$ cat src/rtl/mlpq_pkg.sv
// ----------------------------------------------------------------------------
// mlpq_pkg: shared types and constants of the multi-level priority queue
// Request and response layouts, opcodes, status codes and store sizing.
// ----------------------------------------------------------------------------
package mlpq_pkg;

   localparam int NUM_PRIORITIES = 8;
   localparam int QUEUE_DEPTH    = 64;
   // stored data width, at most the 32-bit payload field
   localparam int DATA_WIDTH     = 32;

   localparam int LEVEL_W = 3;
   localparam int OCC_W   = $clog2(QUEUE_DEPTH + 1);
   localparam int COUNT_W = 7;

   localparam logic [1:0] OP_APPEND = 2'd0;
   localparam logic [1:0] OP_FRONT  = 2'd1;
   localparam logic [1:0] OP_READ   = 2'd2;
   localparam logic [1:0] OP_PURGE  = 2'd3;

   localparam logic [1:0] ST_OK    = 2'd0;
   localparam logic [1:0] ST_EMPTY = 2'd1;
   localparam logic [1:0] ST_FULL  = 2'd2;

   localparam logic [LEVEL_W-1:0] MAX_LEVEL = LEVEL_W'(NUM_PRIORITIES - 1);

   typedef struct packed {
      logic [1:0]         opcode;
      logic [LEVEL_W-1:0] level;
      logic [31:0]        payload;
   } req_type;

   typedef struct packed {
      logic [1:0]         status;
      logic [31:0]        read_payload;
      logic [LEVEL_W-1:0] read_level;
      logic [COUNT_W-1:0] purged_count;
   } rsp_type;

   // command from the control path to the slot array
   typedef struct packed {
      logic                  insert;
      logic                  front;
      logic                  pop;
      logic                  clear;
      logic [LEVEL_W-1:0]    level;
      logic [DATA_WIDTH-1:0] data;
   } slot_cmd_type;

   // head slot of the array
   typedef struct packed {
      logic                  valid;
      logic [LEVEL_W-1:0]    level;
      logic [DATA_WIDTH-1:0] data;
   } slot_head_type;

   function automatic logic [LEVEL_W-1:0] clamp_level(input logic [LEVEL_W-1:0] lv);
      logic [LEVEL_W-1:0] res;
      res = lv;
      if (lv > MAX_LEVEL) begin
         res = MAX_LEVEL;
      end
      return res;
   endfunction

endpackage

$ cat src/rtl/mlpq_slot_array.sv
// ----------------------------------------------------------------------------
// mlpq_slot_array: ordered slot array of the priority queue
// Slots are kept in queue order with slot 0 as head. Every slot compares its
// level with the request, and the array inserts or pops by a one-slot shift.
// ----------------------------------------------------------------------------
module mlpq_slot_array (
   input  logic                    clock,
   input  logic                    reset,
   input  mlpq_pkg::slot_cmd_type  cmd,
   output mlpq_pkg::slot_head_type head
);

   localparam int DEPTH = mlpq_pkg::QUEUE_DEPTH;

   logic [DEPTH-1:0]                     valid_ff;
   logic [DEPTH-1:0]                     valid_in;
   logic [mlpq_pkg::LEVEL_W-1:0]         level_ff [DEPTH];
   logic [mlpq_pkg::LEVEL_W-1:0]         level_in [DEPTH];
   logic [mlpq_pkg::DATA_WIDTH-1:0]      data_ff  [DEPTH];
   logic [mlpq_pkg::DATA_WIDTH-1:0]      data_in  [DEPTH];

   // slot stays ahead of the new entry
   logic [DEPTH-1:0] ahead;
   logic [DEPTH-1:0] prev_ahead;

   always_comb begin
      for (int i = 0; i < DEPTH; i++) begin
         if (cmd.front) begin
            ahead[i] = valid_ff[i] && (level_ff[i] < cmd.level);
         end else begin
            ahead[i] = valid_ff[i] && (level_ff[i] <= cmd.level);
         end
      end
   end

   assign prev_ahead = {ahead[DEPTH-2:0], 1'b1};

   always_comb begin
      for (int i = 0; i < DEPTH; i++) begin
         valid_in[i] = valid_ff[i];
         level_in[i] = level_ff[i];
         data_in[i]  = data_ff[i];
      end
      if (cmd.clear) begin
         valid_in = '0;
         for (int i = 0; i < DEPTH; i++) begin
            level_in[i] = '0;
         end
      end else if (cmd.insert) begin
         for (int i = 0; i < DEPTH; i++) begin
            if (!ahead[i]) begin
               if (prev_ahead[i]) begin
                  valid_in[i] = 1'b1;
                  level_in[i] = cmd.level;
                  data_in[i]  = cmd.data;
               end else begin
                  // shift back by one slot
                  valid_in[i] = valid_ff[(i + DEPTH - 1) % DEPTH];
                  level_in[i] = level_ff[(i + DEPTH - 1) % DEPTH];
                  data_in[i]  = data_ff[(i + DEPTH - 1) % DEPTH];
               end
            end
         end
      end else if (cmd.pop) begin
         for (int i = 0; i < DEPTH - 1; i++) begin
            valid_in[i] = valid_ff[i + 1];
            level_in[i] = level_ff[i + 1];
            data_in[i]  = data_ff[i + 1];
         end
         valid_in[DEPTH-1] = 1'b0;
         level_in[DEPTH-1] = '0;
      end
   end

   always_ff @(posedge clock) begin
      if (reset) begin
         valid_ff <= '0;
         for (int i = 0; i < DEPTH; i++) begin
            level_ff[i] <= '0;
         end
      end else begin
         valid_ff <= valid_in;
         for (int i = 0; i < DEPTH; i++) begin
            level_ff[i] <= level_in[i];
         end
      end
   end

   always_ff @(posedge clock) begin
      for (int i = 0; i < DEPTH; i++) begin
         data_ff[i] <= data_in[i];
      end
   end

   assign head.valid = valid_ff[0];
   assign head.level = level_ff[0];
   assign head.data  = data_ff[0];

   // occupied slots always form a prefix
   a_valid_prefix: assert property (@(posedge clock) disable iff (reset)
      ((valid_ff >> 1) & ~valid_ff) == '0)
      else $error("slot array has a hole");

endmodule
$ cat config.mk
export PLATFORM = sky130hd
export DESIGN_NAME = mlpq_slot_array
export DESIGN_NICKNAME = d
export VERILOG_FILES = /design/src/rtl/mlpq_pkg.sv /design/src/rtl/mlpq_slot_array.sv
export SDC_FILE = /design/constraint.sdc
export NUM_CORES = 2
export LEC_CHECK = 0
export ABC_AREA = 1
export CELL_PAD_IN_SITES_DETAIL_PLACEMENT = 0
export CELL_PAD_IN_SITES_GLOBAL_PLACEMENT = 1
export CORE_MARGIN = 2
export CORE_UTILIZATION = 45
export DETAILED_ROUTE_END_ITERATION = 8
export DONT_BUFFER_PORTS = 1
export GPL_ROUTABILITY_DRIVEN = 0
export HOLD_SLACK_MARGIN = 0.06
export PLACE_DENSITY = 0.88
export SKIP_LAST_GASP = 1
export SYNTH_ARGS = -nofsm -noshare
export SYNTH_HDL_FRONTEND = slang
export SYNTH_SLANG_ARGS = --single-unit
export TNS_END_PERCENT = 50
$ cat constraint.sdc
create_clock -name clock -period 6.05 [get_ports clock]
set_clock_uncertainty 0.05 [all_clocks]
set_input_delay 1.21 -clock clock [delete_from_list [all_inputs] [get_ports clock]]
set_output_delay 1.21 -clock clock [all_outputs]
set_load 0.01 [all_outputs]
==> results.md <==
* Hold_sp: level_ff[0][191]
* Hold WC Path Type: reg -> reg
* Number of vias per cell at 5.87
* Yosys cell types at 32
* Tcrit/Tclk final at 0.605
* Area share of the largest cell type after synthesis at 0.491
* Vias in the first global route at 99.6k
* Worst reg2reg path depth at 8
* DP Wirelength at 228000 um
* Clk slew on worst S/H paths at 0.06 ns
* Min-Delay Endpoint: level_ff[0][191]
* Port buffer count at 0
* Most common cell after layout, fill and taps aside: a21oi_1
* Antenna violations before repair at 1
* Slew Viols, Final at 0
* RR Startpoint: level_ff[0][0]
* Die X at 532 um
* Outcome: finished, final reports clean
* Final wirelength at 373000 um
* Post-synthesis sequential area ratio at 0.532
* Root Driver: clkbuf_16
* Met2 usage at 0.396
* Mapped Area at 125000 sq um
* Met1 Track Usage GR at 0.365
* DR pass1 iterations at 6
* Most crowded layer after global routing: met2
* Die Ht at 532 um
* Nets@finish at 14.2k
* Met3 usage at 0.0301
* Maximum clock path buffer count at 4
* WP data arrival at 4.19 ns
* Violation count after the first detailed-route iteration at 14.3k
* Routed WL per cell at 20.8 um
* Most area-consuming cells after synthesis: edfxtp_1 49%, a21oi_1 16%, nand2_1 9.6%, nor2_1 6.6%, dfxtp_1 4.1%
* Synthesized flop and latch total at 2304
* Top cell type by total area after synthesis: edfxtp_1
* Fmax at 273 MHz
* R2R Setup Slk at 2.59 ns
* WP data required at 6.58 ns
* R2r endpoint: data_ff[0][15]
* Largest net degree at the start of global routing at 224
* Power density of the placed cells at 299 nW/um^2
* Critical path capture point type: flop
* Global route overflow at 0
* Post-cts resize count at 0
* Routed Antenna Nets at 0
* Crit Path Max Fanout at 71
* Synthesized net count at 15.0k
* Final-report hold violation count at 0
* Synthesis Warnings at 0
* CTS sink cnt at 2304
* Hold path depth at 2
* First-pass GRT wire length at 582000 um
* Most frequent cells in the layout: 4087 x a21oi_1, 3204 x nand2_1, 2139 x nor2_1, 2048 x edfxtp_1, 509 x inv_1
* Setup violators final at 0
* Hold-fix buffers, CTS at 0
* Avg Inst Size Synth at 8.47 sq um
* Synthesis-to-finish area growth at 5.66%
* Cells after Synth at 14.8k
* Period minus WS final at 3.66 ns
* H-tree depth at 5
* Fin area at 132000 sq um
* Fillers at 26.6k
* DRC at 0
* RSZ-0062 raised after global routing: no
* Max rail drop VDD at 0.193 mV
* Setup bufs post-CTS at 0
* Max_cap viols at 0
* Setup TNS Final at 0 ns
* CTS Buf Count at 270
* Worst rel slew slack at 0.206
* Vias at 105k
* Core area at 277000 sq um
* GRT Total Usage at 0.252
* Final Total Pwr at 39600 uW
* Crit path kind: in -> reg
* FP Rows at 193
* Layout cells sized above 1 at 0.0592
* Die ar. at 283000 sq um
* Initial Utilization at 0.453
* Latest clock arrival within the worst-skew pair at 0.88 ns
* Leakage at 0.0472 uW
* DP Area at 124000 sq um
* CTS tree: built
* Worst Tran Pin Value at 1.19 ns
* Io pins at 77
* Setup crit start kind: input pin
-- final cells by class --
type | count | area (sq um) | share of cell area
timing repair buffer | 138 | 1320 | 0.00996
multi-input combinational | 10700 | 49300 | 0.372
clock inverter | 135 | 1050 | 0.00795
inverter | 582 | 2280 | 0.0172
sequential | 2304 | 66600 | 0.503
tap | 3705 | 4640 | 0.0350
clock buffer | 343 | 7190 | 0.0543
antenna | 6 | 15.0 | 0.000113
-- per-stage QoR --
step	worst slack [ns]	util	cells	hold slack (ns)
after floorplan	0.948	-	14800	0.423
after global placement	1.69	0.449	17400	0.442
after detailed placement	1.63	0.449	17400	0.453
after CTS	2.52	0.478	17900	0.462
after global routing	2.34	0.478	17900	0.485
final	2.39	0.478	17900	0.467
-- sequential cells by signal (all words and copies together), names as in the netlist --
signal,cells
data_ff,2048
level_ff,192
valid_ff,64
-- critical path: stages --
cell,delay [ns]
inv_4,0.40
buf_12,0.47
ha_1,0.34
nand4_2,0.10
nand2_2,0.11
nand2_4,0.43
clkinv_2,0.70
nand2_1,0.23
a21oi_1,0.09
-- cells by family (layout without fill, tap and decap cells) --
logic type | Yosys count | count (layout) | share of synthesized area
multiplexers | 32 | 32 | 0.00288
AO/OA/AOI/OAI | 4358 | 4358 | 0.174
adder cells (fa/ha/maj) | 192 | 192 | 0.0192
flip-flops | 2304 | 2304 | 0.532
AND/OR/NAND/NOR | 6077 | 6077 | 0.196
other | 0 | 6 | 0
buffers and inverters | 1831 | 1198 | 0.0764
-- metal layers --
layer  vias to the layer above  wire [um]
met5                         -          0
met3                       675      32300
met2                      5038     171000
met4                         0      10700
met1                     50400     159000
li1                      48700          -
-- power by group --
part	switching [uW]	leakage, uW	internal, uW
combinational	2870	0.0218	1290
clock	6890	0.00406	8890
sequential	806	0.0213	18900
total	10600	0.0472	29000
-- cells in the mapped netlist (all sizes together) --
master / n
nand4: 64
a21oi: 4089
edfxtp: 2048
clkinv: 59
nand2: 3323
ha: 192
buf: 1032
o21ai: 268
nand3b: 3
nor2: 2204
o211ai: 1
inv: 523
nand3: 483
dfxtp: 256
mux2: 32
clkbuf: 217
-- how the worst max path moves through the flow --
stage                  from              end  slack [ns]  depth (start not counted)
floorplan           cmd[33]    data_ff[0][0]        0.95                          8
global placement    cmd[33]   data_ff[0][19]        1.69                          8
detailed placement  cmd[33]  data_ff[0][224]        1.63                          9
CTS                 cmd[33]  data_ff[0][225]        2.52                          9
global route        cmd[33]  data_ff[0][249]        2.34                          9
finish              cmd[33]  data_ff[0][229]        2.39                          9
Note: power is estimated with default switching activity, not from simulation.
